===== src/rtl/core/aifp_pkg.sv =====
`default_nettype none

package aifp_pkg;

    // clamp applied to the field width register
    localparam int WIDTH_LIMIT_MAX = 255;

    // default number of classified items held between front and back
    localparam int QUEUE_DEPTH = 2;

    // configuration register indexes
    localparam logic [1:0] REG_RADIX_MODE = 2'd0;
    localparam logic [1:0] REG_MAX_WIDTH  = 2'd1;
    localparam logic [1:0] REG_STORE_SIZE = 2'd2;

    // store size codes
    localparam logic [1:0] SIZE_8  = 2'd0;
    localparam logic [1:0] SIZE_16 = 2'd1;
    localparam logic [1:0] SIZE_32 = 2'd2;
    localparam logic [1:0] SIZE_64 = 2'd3;

    // characters of interest
    localparam logic [7:0] CH_SPACE = 8'h20;
    localparam logic [7:0] CH_TAB   = 8'h09;
    localparam logic [7:0] CH_CR    = 8'h0D;
    localparam logic [7:0] CH_PLUS  = 8'h2B;
    localparam logic [7:0] CH_MINUS = 8'h2D;
    localparam logic [7:0] CH_ZERO  = 8'h30;
    localparam logic [7:0] CH_NINE  = 8'h39;
    localparam logic [7:0] CH_LC_A  = 8'h61;
    localparam logic [7:0] CH_LC_X  = 8'h78;
    localparam logic [7:0] CH_LC_Z  = 8'h7A;
    localparam logic [7:0] CH_UC_A  = 8'h41;
    localparam logic [7:0] CH_UC_X  = 8'h58;
    localparam logic [7:0] CH_UC_Z  = 8'h5A;

    // radix selection, encoded as the radix_mode register
    typedef enum logic [1:0] {
        RAD_AUTO,
        RAD_OCT,
        RAD_DEC,
        RAD_HEX
    } radix_t;

    typedef struct packed {
        logic [1:0] radix_mode;
        logic [7:0] max_width;
        logic [1:0] store_size;
    } cfg_t;

    typedef struct packed {
        logic [7:0] char_byte;
        logic       end_of_input;
    } in_item_t;

    typedef struct packed {
        logic signed [63:0] value;
        logic               status;
        logic [15:0]        chars_used;
        logic [7:0]         stop_char;
        logic               stop_char_kept;
    } out_item_t;

    // classified character passed from front to back
    typedef struct packed {
        logic [7:0] char_byte;
        logic       eof;
        logic       space;
        logic       plus;
        logic       minus;
        logic       zero;
        logic       ex;
        logic       dvalid;
        logic [5:0] dval;
    } cls_t;

    // numeric radix, zero while still undecided
    function automatic logic [4:0] radix_value(radix_t r);
        logic [4:0] v;
        case (r)
            RAD_OCT: v = 5'd8;
            RAD_DEC: v = 5'd10;
            RAD_HEX: v = 5'd16;
            default: v = 5'd0;
        endcase
        return v;
    endfunction

endpackage

`default_nettype wire


===== src/rtl/core/ascii_integer_field_parser_unit.sv =====
// ascii integer field parser: one character item in, one result item per field.
// throughput: one character item per cycle while neither the queue nor the
// result register stalls, set by the single 64-bit shift-add of the accumulator
// in the back state machine. a character that ends a field is written into the
// queue, then captured in the result register.
// reset: asynchronous active low; config, queue pointers and parser state clear at once.
`default_nettype none

module ascii_integer_field_parser_unit #(
    parameter int QUEUE_DEPTH = aifp_pkg::QUEUE_DEPTH
) (
    input  wire logic                clk,
    input  wire logic                rst_n,
    input  wire logic                char_valid,
    output logic                     char_ready,
    input  wire aifp_pkg::in_item_t  char_item,
    output logic                     result_valid,
    input  wire logic                result_ready,
    output aifp_pkg::out_item_t      result_item,
    input  wire logic                cfg_write,
    input  wire logic [1:0]          cfg_index,
    input  wire logic [7:0]          cfg_data
);
    import aifp_pkg::*;

    cfg_t cfg_reg;
    cls_t push_item;
    cls_t pop_item;
    logic q_full;
    logic q_push;
    logic q_valid;
    logic q_pop;

    // configuration registers
    always_ff @(posedge clk or negedge rst_n)
    begin
        if (!rst_n)
        begin
            cfg_reg.radix_mode <= RAD_DEC;
            cfg_reg.max_width  <= '0;
            cfg_reg.store_size <= SIZE_32;
        end
        else if (cfg_write)
        begin
            case (cfg_index)
                REG_RADIX_MODE: cfg_reg.radix_mode <= cfg_data[1:0];
                REG_MAX_WIDTH:  cfg_reg.max_width  <= cfg_data;
                REG_STORE_SIZE: cfg_reg.store_size <= cfg_data[1:0];
                default:        cfg_reg <= cfg_reg;
            endcase
        end
    end

    // classification
    aifp_front u_front (
        .char_valid (char_valid),
        .char_ready (char_ready),
        .char_item  (char_item),
        .q_full     (q_full),
        .q_push     (q_push),
        .q_item     (push_item)
    );

    // decoupling queue
    aifp_queue #(
        .DEPTH (QUEUE_DEPTH)
    ) u_queue (
        .clk       (clk),
        .rst_n     (rst_n),
        .push      (q_push),
        .push_item (push_item),
        .full      (q_full),
        .q_valid   (q_valid),
        .pop       (q_pop),
        .pop_item  (pop_item)
    );

    // field parser and result register
    aifp_back u_back (
        .clk          (clk),
        .rst_n        (rst_n),
        .cfg          (cfg_reg),
        .q_valid      (q_valid),
        .q_pop        (q_pop),
        .q_item       (pop_item),
        .result_valid (result_valid),
        .result_ready (result_ready),
        .result_item  (result_item)
    );

endmodule

`default_nettype wire


===== src/rtl/core/aifp_front.sv =====
`default_nettype none

module aifp_front (
    input  wire logic               char_valid,
    output logic                    char_ready,
    input  wire aifp_pkg::in_item_t char_item,
    input  wire logic               q_full,
    output logic                    q_push,
    output aifp_pkg::cls_t          q_item
);
    import aifp_pkg::*;

    logic [7:0] c;

    assign c = char_item.char_byte;

    // take an item whenever the queue has room
    assign char_ready = !q_full;
    assign q_push     = char_valid && !q_full;

    // character classes
    always_comb
    begin
        q_item           = '0;
        q_item.char_byte = c;
        q_item.eof       = char_item.end_of_input;
        q_item.space     = (c inside {CH_SPACE, [CH_TAB:CH_CR]});
        q_item.plus      = (c == CH_PLUS);
        q_item.minus     = (c == CH_MINUS);
        q_item.zero      = (c == CH_ZERO);
        q_item.ex        = (c inside {CH_LC_X, CH_UC_X});
        // digit value before any radix check
        if (c inside {[CH_ZERO:CH_NINE]})
        begin
            q_item.dvalid = 1'b1;
            q_item.dval   = 6'(c - CH_ZERO);
        end
        else if (c inside {[CH_LC_A:CH_LC_Z]})
        begin
            q_item.dvalid = 1'b1;
            q_item.dval   = 6'(c - CH_LC_A + 8'd10);
        end
        else if (c inside {[CH_UC_A:CH_UC_Z]})
        begin
            q_item.dvalid = 1'b1;
            q_item.dval   = 6'(c - CH_UC_A + 8'd10);
        end
    end

endmodule

`default_nettype wire


===== src/rtl/core/aifp_queue.sv =====
`default_nettype none

module aifp_queue #(
    parameter int DEPTH = aifp_pkg::QUEUE_DEPTH
) (
    input  wire logic           clk,
    input  wire logic           rst_n,
    input  wire logic           push,
    input  wire aifp_pkg::cls_t push_item,
    output logic                full,
    output logic                q_valid,
    input  wire logic           pop,
    output aifp_pkg::cls_t      pop_item
);
    import aifp_pkg::*;

    localparam int PTR_W = (DEPTH > 1) ? $clog2(DEPTH) : 1;
    localparam int CNT_W = $clog2(DEPTH + 1);

    cls_t             mem_reg [DEPTH];
    logic [PTR_W-1:0] wr_ptr_reg;
    logic [PTR_W-1:0] rd_ptr_reg;
    logic [CNT_W-1:0] count_reg;

    assign full     = (count_reg == CNT_W'(DEPTH));
    assign q_valid  = (count_reg != '0);
    assign pop_item = mem_reg[rd_ptr_reg];

    // storage
    always_ff @(posedge clk)
    begin
        if (push)
        begin
            mem_reg[wr_ptr_reg] <= push_item;
        end
    end

    // pointers and fill count
    always_ff @(posedge clk or negedge rst_n)
    begin
        if (!rst_n)
        begin
            wr_ptr_reg <= '0;
            rd_ptr_reg <= '0;
            count_reg  <= '0;
        end
        else
        begin
            if (push)
            begin
                wr_ptr_reg <= (wr_ptr_reg == PTR_W'(DEPTH - 1)) ? '0 : wr_ptr_reg + 1'b1;
            end
            if (pop)
            begin
                rd_ptr_reg <= (rd_ptr_reg == PTR_W'(DEPTH - 1)) ? '0 : rd_ptr_reg + 1'b1;
            end
            if (push && !pop)
            begin
                count_reg <= count_reg + 1'b1;
            end
            else if (pop && !push)
            begin
                count_reg <= count_reg - 1'b1;
            end
        end
    end

`ifndef ASSERT_OFF
    a_count_bound: assert property (@(posedge clk) disable iff (!rst_n)
        count_reg <= CNT_W'(DEPTH))
        else $error("queue fill count beyond depth");

    a_count_rise: assert property (@(posedge clk) disable iff (!rst_n)
        (push && !pop) |=> (count_reg == $past(count_reg) + 1'b1))
        else $error("queue fill count did not follow a lone push");

    a_pop_filled: assert property (@(posedge clk) disable iff (!rst_n)
        pop |-> q_valid)
        else $error("queue popped while empty");
`endif

endmodule

`default_nettype wire


===== src/rtl/core/aifp_back.sv =====
`default_nettype none

module aifp_back (
    input  wire logic            clk,
    input  wire logic            rst_n,
    input  wire aifp_pkg::cfg_t  cfg,
    input  wire logic            q_valid,
    output logic                 q_pop,
    input  wire aifp_pkg::cls_t  q_item,
    output logic                 result_valid,
    input  wire logic            result_ready,
    output aifp_pkg::out_item_t  result_item
);
    import aifp_pkg::*;

    typedef enum logic [2:0] {
        PH_SKIP,
        PH_SIGN,
        PH_ZERO,
        PH_PREFIX,
        PH_DIGITS
    } phase_t;

    // parser state
    phase_t      phase_reg, phase_next;
    logic [63:0] acc_reg, acc_next;
    logic        neg_reg, neg_next;
    radix_t      radix_reg, radix_next;
    logic [15:0] cnt_reg, cnt_next;
    logic        saw_reg, saw_next;
    logic [8:0]  used_reg, used_next;
    logic [7:0]  lim_reg, lim_next;
    logic        unl_reg, unl_next;

    // result register
    logic        out_valid_reg, out_valid_next;
    logic [63:0] out_acc_reg, out_acc_next;
    logic        out_neg_reg, out_neg_next;
    logic        out_saw_reg, out_saw_next;
    logic [15:0] out_cnt_reg, out_cnt_next;
    logic [7:0]  out_char_reg, out_char_next;
    logic        out_kept_reg, out_kept_next;
    logic [1:0]  out_size_reg, out_size_next;

    logic        emit;
    logic        kept;
    logic        go_body;
    logic        go_digit;
    logic        digit_ok;
    logic [63:0] signed_acc;

    function automatic logic [15:0] sat_inc16(logic [15:0] v);
        return (v == '1) ? v : v + 1'b1;
    endfunction

    function automatic logic [8:0] sat_inc9(logic [8:0] v);
        return (v == '1) ? v : v + 1'b1;
    endfunction

    function automatic logic limit_hit(logic [8:0] used, logic [7:0] lim, logic unl);
        return !unl && (used >= {1'b0, lim});
    endfunction

    // accumulator times radix by shifts, one multiply-add per character
    function automatic logic [63:0] scale(logic [63:0] a, radix_t r);
        logic [63:0] s;
        case (r)
            RAD_OCT: s = a << 3;
            RAD_DEC: s = (a << 3) + (a << 1);
            RAD_HEX: s = a << 4;
            default: s = '0;
        endcase
        return s;
    endfunction

    // take an item when the result register is free or being emptied
    assign q_pop = q_valid && (!out_valid_reg || result_ready);

    // next state of the parser
    always_comb
    begin
        phase_next     = phase_reg;
        acc_next       = acc_reg;
        neg_next       = neg_reg;
        radix_next     = radix_reg;
        cnt_next       = cnt_reg;
        saw_next       = saw_reg;
        used_next      = used_reg;
        lim_next       = lim_reg;
        unl_next       = unl_reg;
        out_valid_next = out_valid_reg && !result_ready;
        out_acc_next   = out_acc_reg;
        out_neg_next   = out_neg_reg;
        out_saw_next   = out_saw_reg;
        out_cnt_next   = out_cnt_reg;
        out_char_next  = out_char_reg;
        out_kept_next  = out_kept_reg;
        out_size_next  = out_size_reg;
        emit           = 1'b0;
        kept           = 1'b0;
        go_body        = 1'b0;
        go_digit       = 1'b0;
        digit_ok       = 1'b0;

        if (q_pop)
        begin
            case (phase_reg)
                PH_SKIP:
                begin
                    if (q_item.eof)
                    begin
                        emit = 1'b1;
                    end
                    else if (q_item.space)
                    begin
                        cnt_next = sat_inc16(cnt_next);
                    end
                    else
                    begin
                        // field starts: latch radix and width limit
                        radix_next = radix_t'(cfg.radix_mode);
                        unl_next   = (cfg.max_width == '0);
                        lim_next   = ({8'd0, cfg.max_width} < 16'(WIDTH_LIMIT_MAX)) ?
                                     cfg.max_width : 8'(WIDTH_LIMIT_MAX);
                        used_next  = 9'd1;
                        if (q_item.plus || q_item.minus)
                        begin
                            neg_next = q_item.minus;
                            if (limit_hit(used_next, lim_next, unl_next))
                            begin
                                emit = 1'b1;
                                kept = 1'b1;
                            end
                            else
                            begin
                                cnt_next   = sat_inc16(cnt_next);
                                phase_next = PH_SIGN;
                            end
                        end
                        else
                        begin
                            go_body = 1'b1;
                        end
                    end
                end
                PH_SIGN:
                begin
                    if (q_item.eof)
                    begin
                        emit = 1'b1;
                    end
                    else
                    begin
                        used_next = sat_inc9(used_next);
                        go_body   = 1'b1;
                    end
                end
                PH_ZERO:
                begin
                    if (q_item.eof)
                    begin
                        emit = 1'b1;
                    end
                    else
                    begin
                        used_next = sat_inc9(used_next);
                        if (q_item.ex)
                        begin
                            // hex prefix: the leading zero no longer counts as a digit
                            cnt_next   = sat_inc16(cnt_next);
                            radix_next = RAD_HEX;
                            saw_next   = 1'b0;
                            if (!limit_hit(used_next, lim_next, unl_next))
                            begin
                                phase_next = PH_PREFIX;
                            end
                            else
                            begin
                                emit = 1'b1;
                            end
                        end
                        else
                        begin
                            if (radix_next == RAD_AUTO)
                            begin
                                radix_next = RAD_OCT;
                            end
                            go_digit = 1'b1;
                        end
                    end
                end
                PH_PREFIX, PH_DIGITS:
                begin
                    if (q_item.eof)
                    begin
                        emit = 1'b1;
                    end
                    else
                    begin
                        used_next = sat_inc9(used_next);
                        go_digit  = 1'b1;
                    end
                end
                default:
                begin
                    phase_next = PH_SKIP;
                end
            endcase

            // first character after whitespace and sign
            if (go_body)
            begin
                if ((radix_next inside {RAD_AUTO, RAD_HEX}) && q_item.zero)
                begin
                    cnt_next = sat_inc16(cnt_next);
                    saw_next = 1'b1;
                    if (!limit_hit(used_next, lim_next, unl_next))
                    begin
                        phase_next = PH_ZERO;
                    end
                    else
                    begin
                        emit = 1'b1;
                    end
                end
                else
                begin
                    if (radix_next == RAD_AUTO)
                    begin
                        radix_next = RAD_DEC;
                    end
                    go_digit = 1'b1;
                end
            end

            // digit in the resolved radix
            if (go_digit)
            begin
                digit_ok = q_item.dvalid && (q_item.dval < {1'b0, radix_value(radix_next)});
                if (!digit_ok)
                begin
                    emit = 1'b1;
                    kept = 1'b1;
                end
                else
                begin
                    cnt_next = sat_inc16(cnt_next);
                    acc_next = scale(acc_next, radix_next) + 64'(q_item.dval);
                    saw_next = 1'b1;
                    if (limit_hit(used_next, lim_next, unl_next))
                    begin
                        emit = 1'b1;
                    end
                    else
                    begin
                        phase_next = PH_DIGITS;
                    end
                end
            end

            // result capture and start of the next field
            if (emit)
            begin
                out_valid_next = 1'b1;
                out_acc_next   = acc_next;
                out_neg_next   = neg_next;
                out_saw_next   = saw_next;
                out_cnt_next   = cnt_next;
                out_char_next  = kept ? q_item.char_byte : 8'd0;
                out_kept_next  = kept;
                out_size_next  = cfg.store_size;
                phase_next     = PH_SKIP;
                acc_next       = '0;
                neg_next       = 1'b0;
                radix_next     = radix_t'(cfg.radix_mode);
                cnt_next       = '0;
                saw_next       = 1'b0;
                used_next      = '0;
                lim_next       = '0;
                unl_next       = 1'b1;
            end
        end
    end

    // state and result register
    always_ff @(posedge clk or negedge rst_n)
    begin
        if (!rst_n)
        begin
            phase_reg     <= PH_SKIP;
            acc_reg       <= '0;
            neg_reg       <= 1'b0;
            radix_reg     <= RAD_DEC;
            cnt_reg       <= '0;
            saw_reg       <= 1'b0;
            used_reg      <= '0;
            lim_reg       <= '0;
            unl_reg       <= 1'b1;
            out_valid_reg <= 1'b0;
            out_acc_reg   <= '0;
            out_neg_reg   <= 1'b0;
            out_saw_reg   <= 1'b0;
            out_cnt_reg   <= '0;
            out_char_reg  <= '0;
            out_kept_reg  <= 1'b0;
            out_size_reg  <= SIZE_32;
        end
        else
        begin
            phase_reg     <= phase_next;
            acc_reg       <= acc_next;
            neg_reg       <= neg_next;
            radix_reg     <= radix_next;
            cnt_reg       <= cnt_next;
            saw_reg       <= saw_next;
            used_reg      <= used_next;
            lim_reg       <= lim_next;
            unl_reg       <= unl_next;
            out_valid_reg <= out_valid_next;
            out_acc_reg   <= out_acc_next;
            out_neg_reg   <= out_neg_next;
            out_saw_reg   <= out_saw_next;
            out_cnt_reg   <= out_cnt_next;
            out_char_reg  <= out_char_next;
            out_kept_reg  <= out_kept_next;
            out_size_reg  <= out_size_next;
        end
    end

    // negate and sign-extend from the store size
    assign signed_acc = out_neg_reg ? (64'd0 - out_acc_reg) : out_acc_reg;

    always_comb
    begin
        result_item                = '0;
        result_item.status         = !out_saw_reg;
        result_item.chars_used     = out_cnt_reg;
        result_item.stop_char      = out_char_reg;
        result_item.stop_char_kept = out_kept_reg;
        if (out_saw_reg)
        begin
            case (out_size_reg)
                SIZE_8:  result_item.value = {{56{signed_acc[7]}}, signed_acc[7:0]};
                SIZE_16: result_item.value = {{48{signed_acc[15]}}, signed_acc[15:0]};
                SIZE_32: result_item.value = {{32{signed_acc[31]}}, signed_acc[31:0]};
                default: result_item.value = signed_acc;
            endcase
        end
    end

    assign result_valid = out_valid_reg;

`ifndef ASSERT_OFF
    a_skip_clean: assert property (@(posedge clk) disable iff (!rst_n)
        (phase_reg == PH_SKIP) |-> (!saw_reg && (acc_reg == '0) && (used_reg == '0)))
        else $error("field state not cleared while skipping whitespace");

    a_width_room: assert property (@(posedge clk) disable iff (!rst_n)
        ((phase_reg != PH_SKIP) && !unl_reg) |-> (used_reg < {1'b0, lim_reg}))
        else $error("field continued past its width limit");

    a_radix_known: assert property (@(posedge clk) disable iff (!rst_n)
        ((phase_reg == PH_PREFIX) || (phase_reg == PH_DIGITS)) |->
        ((radix_reg != RAD_AUTO) && ((phase_reg != PH_PREFIX) || (radix_reg == RAD_HEX))))
        else $error("digits taken without a resolved radix");
`endif

endmodule

`default_nettype wire

===== config.mk =====
export PLATFORM = sky130hd
export DESIGN_NAME = ascii_integer_field_parser_unit
export DESIGN_NICKNAME = d
export VERILOG_FILES = /design/src/rtl/core/aifp_pkg.sv /design/src/rtl/core/ascii_integer_field_parser_unit.sv /design/src/rtl/core/aifp_front.sv /design/src/rtl/core/aifp_queue.sv /design/src/rtl/core/aifp_back.sv
export SDC_FILE = /design/constraint.sdc
export NUM_CORES = 1
export LEC_CHECK = 0
export CORE_ASPECT_RATIO = 1.1
export CORE_MARGIN = 5
export CORE_UTILIZATION = 30
export DETAILED_ROUTE_END_ITERATION = 7
export DONT_BUFFER_PORTS = 1
export PLACE_DENSITY = 0.44
export SETUP_SLACK_MARGIN = 0.5
export SLEW_MARGIN = 40
export SYNTH_ARGS = -nofsm -noshare
export SYNTH_HDL_FRONTEND = slang
export SYNTH_HIERARCHICAL = 1
export SYNTH_SLANG_ARGS = --single-unit

===== constraint.sdc =====
create_clock -name clk -period 10.2 [get_ports clk]
set_clock_uncertainty 0.1 [all_clocks]
set_input_delay 1.53 -clock clk [delete_from_list [all_inputs] [get_ports clk]]
set_output_delay 1.53 -clock clk [all_outputs]
set_load 0.05 [all_outputs]

Yosys cells after proc, flatten, opt, wreduce, memory -nomap -nowiden

Memory sizes are Yosys's and may differ from the RTL's.
Index checks and enable logic that the tools add are counted.

Bits in writable memories: 42
Bits of input ports: 24
Memories: 1
Word-level logic and storage cells: 252
Bits in registers: 215
Output and inout port bits: 92

Memory list:

| memory          | depth | width | rd ports | clocked after Yosys merged registers in | wr ports | RTL line         | text |
|---|---|---|---|---|---|---|---|
| u_queue.mem_reg | 2     | 21    | 1        | 0                                       | 1        | aifp_queue.sv:20 | `cls_t mem_reg [DEPTH];` |

Reductions and logical operators: 43
Add/subtract/negate cells: 16
Order comparisons: 13
Muxes and demuxes: 133
Equality and inequality tests: 23

Operators by type and width:

| cell                                                           | count |
|---|---|
| 2-to-1 mux 64 bit                                              | 8 |
| case mux 64 bit (3 select lines)                               | 2 |
| 2-to-1 mux 16 bit                                              | 16 |
| adder 64 x 6 -> 64 bit                                         | 1 |
| adder 64 bit                                                   | 1 |
| subtractor 1 x 64 -> 64 bit, first input constant              | 1 |
| 2-to-1 mux 8 bit                                               | 7 |
| 2-to-1 mux 1 bit                                               | 54 |
| 2-to-1 mux 9 bit                                               | 6 |
| adder 16 x 1 -> 16 bit, second input constant                  | 3 |
| equality test 16 bit, second input constant                    | 3 |
| 2-to-1 mux 3 bit                                               | 14 |
| equality test 8 x 6 -> 1 bit, second input constant            | 4 |
| case mux 16 bit (2 select lines)                               | 1 |
| 2-to-1 mux 2 bit                                               | 13 |
| 2-to-1 mux 7 bit                                               | 3 |
| >= comparator 9 x 8 -> 1 bit                                   | 2 |
| case mux 9 bit (2 select lines)                                | 1 |
| equality test 8 x 7 -> 1 bit, second input constant            | 2 |
| >= comparator 8 x 7 -> 1 bit, second input constant            | 2 |
| less-or-equal comparator 8 x 7 -> 1 bit, second input constant | 2 |
| case mux 5 bit (3 select lines)                                | 1 |
| logical AND 1 bit                                              | 14 |
| adder 6 x 4 -> 6 bit, second input constant                    | 2 |
| other kinds (34)                                               | 65 |

Longest topological paths before layout

Depth after elaboration: 25
Mapped depth: 38
Gate-level depth less buffers: 29

Modules after synthesis

The synthesis kept the hierarchy.

Modules (own cells, without submodules):

| module                          | area each (µm²) | seq. area each (µm²) | cells each | instances |
|---|---|---|---|---|
| aifp_back                       | 19710.2         | 4983.5               | 2627       | 1 |
| aifp_queue                      | 1709.1          | 1361.3               | 81         | 1 |
| aifp_front                      | 573.0           | 0.0                  | 76         | 1 |
| ascii_integer_field_parser_unit | 478.0           | 302.8                | 27         | 1 |

Worst setup path before layout

Ideal clock, no wire load.

Kind: flip-flop to flip-flop
From: reg u_queue.rd_ptr_reg
To: reg u_back.acc_reg[51]
Slack: 1.539 ns
Clock period less this slack: 8.661 ns
Path buffers: 9
Required time: 9.990 ns
Cell stages (with the launch flop): 39
Arrival: 8.451 ns
Setup time: 0.110 ns
Cell sequence: dfrtp_1 -> buf_6 -> mux2_2 -> buf_2 -> nor4_4 -> and2_1 -> clkbuf_1 -> clkbuf_1 -> nor2_1 -> o22ai_1 -> ha_1 -> nand2_1 -> nand2b_1 -> mux2i_1 -> ha_1 -> clkbuf_1 -> inv_2 -> nor2_1 -> (+3 left out) -> buf_1 -> and2_1 -> ha_1 -> inv_1 -> fa_1 -> nor2b_1 -> o21ai_0 -> a21boi_0 -> o21bai_1 -> nor4_1 -> nand4b_1 -> or3_1 -> nor4_4 -> nand4_1 -> nor4_2 -> xor2_1 -> nor2_1 -> o41ai_1

RTL lines:

| item                     | RTL line         | text |
|---|---|---|
| start: declaration       | aifp_queue.sv:22 | `logic [PTR_W-1:0] rd_ptr_reg;` |
| start signal: assignment | aifp_queue.sv:55 | `rd_ptr_reg <= (rd_ptr_reg == PTR_W'(DEPTH - 1)) ? '0 : rd_ptr_reg + 1'b1;` |
| end signal: assignment   | aifp_back.sv:311 | `acc_reg <= acc_next;` |
| end: declaration         | aifp_back.sv:26  | `logic [63:0] acc_reg, acc_next;` |

==> impl_metrics.ini <==
[route]
ant_nets = 0
num_vias = 21760
via_per_inst = 5.866
drt_iter0_drc = 1875
dr.pass1.iters = 5
wirelength_um = 84560
drc_errors = 0
wl_per_cell_um = 22.80

[sta]
tightest_slew_ns = 0.9209
fmax_mhz = 113.3
slew_viol_final = 0
finalCritPeriodShare_pct = 86.54
setup_viol = 0
fin_crit_ns = 8.827
relSlewSlack_pct = 37.96
whs_ns = 0.3744
grt_setup_unrepaired = no
setup_tns_ns = 0
final-hold-violation-count = 0

[worst_setup_path]
start_kind = flop
critPathSlowestCell = nor4_4
critPathArrivalTime_ns = 9.16
cp-end-kind = flop
critPathMaxFanout = 24
critPathKind = flop to flop
cp_data_required_time_ns = 10.53
max_stage_delay_ns = 0.52
crit_path_frequent_cell = buf_4
reg2reg_depth = 33

[worst_hold_path]
holdPathStages = 2
hold_class = flop to flop

[clock_network]
clock-sinks = 257
root_buffer = clkbuf_16
htree_num_levels = 2
clk_path_buf_depth = 3
clk_latency_ns = 0.55
cts_tree = built
clk_pin_slew_ns = 0.06
cts_buffers = 34

[yosys]
netlist_area_sq_um = 22470
syn_inst = 2811
synth_seq_area_share_pct = 29.58
ys_ff_latch = 257
synthFlopType = dfrtp_1
synth_edf_count = 42
async_flop_share_pct = 83.66
yosysWarnings = 6
syn_avg_cell_area_sq_um = 7.994
syn-num-nets = 2940
post_synth_num_cell_types = 104

[place]
dp.cells = 3645
post_dp_cell_area_sq_um = 23550
hpwl_um = 62830
io_buffers = 0
place_congestion = 0.9058

[die]
fp.dieW_um = 270.9
rows = 105
coreArea_sq_um = 74490
start_util_pct = 30.17
fp.dieH_um = 297.0
ios = 116
die_area_sq_um = 80480

[pwr]
irDropWorstVdd_mv = 0.2276
p_per_area_nw_per_um2 = 264.4
p_leak_nw = 9.633

[finish]
diodes = 0
fin_util_pct = 33.21
drive_gt1_share_pct = 10.63
design_area_sq_um = 24740
fin_cells = 3709
syn2layout_area_growth_pct = 10.10
nets = 2850

[run_status]
status = finished, final reports clean

[grt]
gr-usage-all-layers_pct = 20.16
antenna_found_initial = 0
grt_pass1_vias = 20750
overflow = 0
grt_max_degree = 216
grt_pass1_wl_um = 130000

[run]
cap_violations = 0
-- repair_timing --
action | CTS | global route
setup endpoints to repair | 0 | 13
resized for setup | 0 | 1
hold buffers | 0 | 0
setup buffers | 0 | 2
-- layer usage --
layer / up-vias / GRT usage [%] / routed length (um)
li1: 10280 / - / -
met1: 10710 / 30.16 / 41200
met2: 679 / 30.90 / 37040
met3: 92 / 2.573 / 4599
met4: 0 / 4.769 / 1721
met5: - / 0 / 0
-- path summary, 6_finish.rpt --
| path | start | end | slack [ns] |
|---|---|---|---|
| min in group asynchronous | rst_n | u_back/out_acc_reg[28] | 0.58 |
| max in group asynchronous | rst_n | u_back/out_neg_reg | 8.97 |
| min | u_back/acc_reg[63] | u_back/acc_reg[63] | 0.37 |
| min reg2reg | u_back/acc_reg[63] | u_back/acc_reg[63] | 0.37 |
| max reg2reg | u_queue/rd_ptr_reg | u_back/acc_reg[51] | 1.37 |
| max | u_queue/rd_ptr_reg | u_back/acc_reg[51] | 1.37 |
-- metrics by stage --
step	total power [mW]	setup slack [ns]
floorplan	4.105	1.539
global placement	5.164	1.204
detailed placement	5.301	0.9837
CTS	6.586	0.9626
global route	6.929	0.5657
finish	6.542	1.373
-- power by group --
| group | switching, mW | internal [mW] | total [mW] |
|---|---|---|---|
| clock | 0.497 | 0.748 | 1.24 |
| combinational | 2.89 | 0.915 | 3.80 |
| sequential | 0.280 | 1.22 | 1.50 |
-- critical path, delay by kind of cell, from the launching register on --
family	cells	cell delay, ns
AOI/OAI and AO/OA	5	1.12
xor gates and xnor gates	1	0.20
adders and majority gates	4	1.08
buffers and inverters	7	1.60
DFF	1	0.34
muxes	2	0.85
and+or+nand+nor	14	3.40
-- kinds of logic after synthesis --
group / share of synthesized area (%)
flip-flops: 29.58
multiplexers: 3.619
buffers and inverters: 4.404
XOR/XNOR: 6.392
AO/OA/AOI/OAI: 27.03
AND/OR/NAND/NOR: 23.06
adder cells (fa/ha/maj): 5.913
-- placed cells by master, fill, tap and decap left out, drive strengths merged, types with 12 or more instances in the layout --
cell type / netlist / routed
or3: 51 / 51
clkbuf: 136 / 43
o41ai: 12 / 12
xnor2: 59 / 59
or4: 18 / 18
a22oi: 35 / 35
o22ai: 18 / 18
ha: 103 / 103
nand2b: 22 / 22
buf: 38 / 47
a31oi: 37 / 37
edfxtp: 42 / 42
xor2: 105 / 105
and2: 27 / 27
nor4: 34 / 34
a211oi: 25 / 25
nor2: 215 / 215
nor3: 63 / 63
inv: 67 / 69
nand2: 383 / 383
o21bai: 16 / 16
or2: 23 / 23
a21o: 50 / 50
dfrtp: 210 / 210
a21oi: 200 / 200
and3: 35 / 35
nand3: 70 / 70
nand4: 46 / 46
a2111oi: 13 / 13
and4: 14 / 14
o21ai: 239 / 239
mux2i: 34 / 34
mux2: 42 / 42
o31ai: 52 / 52
o211ai: 21 / 21
o21a: 37 / 37
a22o: 43 / 43
nor2b: 18 / 18
-- Yosys cell counts, types with 18 or more instances --
cell,count,share of area (%)
ha_1,103,5.7
o21ai_1,57,1.3
mux2_2,42,2.1
o211ai_1,21,0.70
a22oi_1,35,1.2
and3_1,35,0.97
nor4_1,30,0.84
xnor2_1,59,2.3
and2_1,26,0.72
a211oi_1,25,0.84
o21a_1,37,1.2
o31ai_1,51,1.7
a21oi_1,200,4.5
nor3_1,62,1.4
xor2_1,105,4.1
nand2_1,381,6.4
edfxtp_1,42,5.6
a21o_1,50,1.7
o21ai_0,181,4.0
nor2b_1,18,0.50
a22o_1,43,1.7
nand3_1,68,1.5
dfrtp_1,210,23
or3_1,45,1.3
clkbuf_1,135,2.3
nand4_1,46,1.3
nor2_1,215,3.6
a31oi_1,37,1.0
mux2i_1,34,1.5
nand2b_1,22,0.61
o22ai_1,18,0.50
or2_2,21,0.58
inv_1,66,1.1
-- layout make-up --
cell class | instances | area, sq um
clock inverter | 19 | 216.5
tap | 963 | 1205
multi-input combinational | 2312 | 15130
clock buffer | 42 | 922.1
inverter | 68 | 255.2
timing repair buffer | 48 | 357.8
fill | 7806 | 49750
sequential | 257 | 6649
No activity file was read; power rests on OpenSTA's default activity.
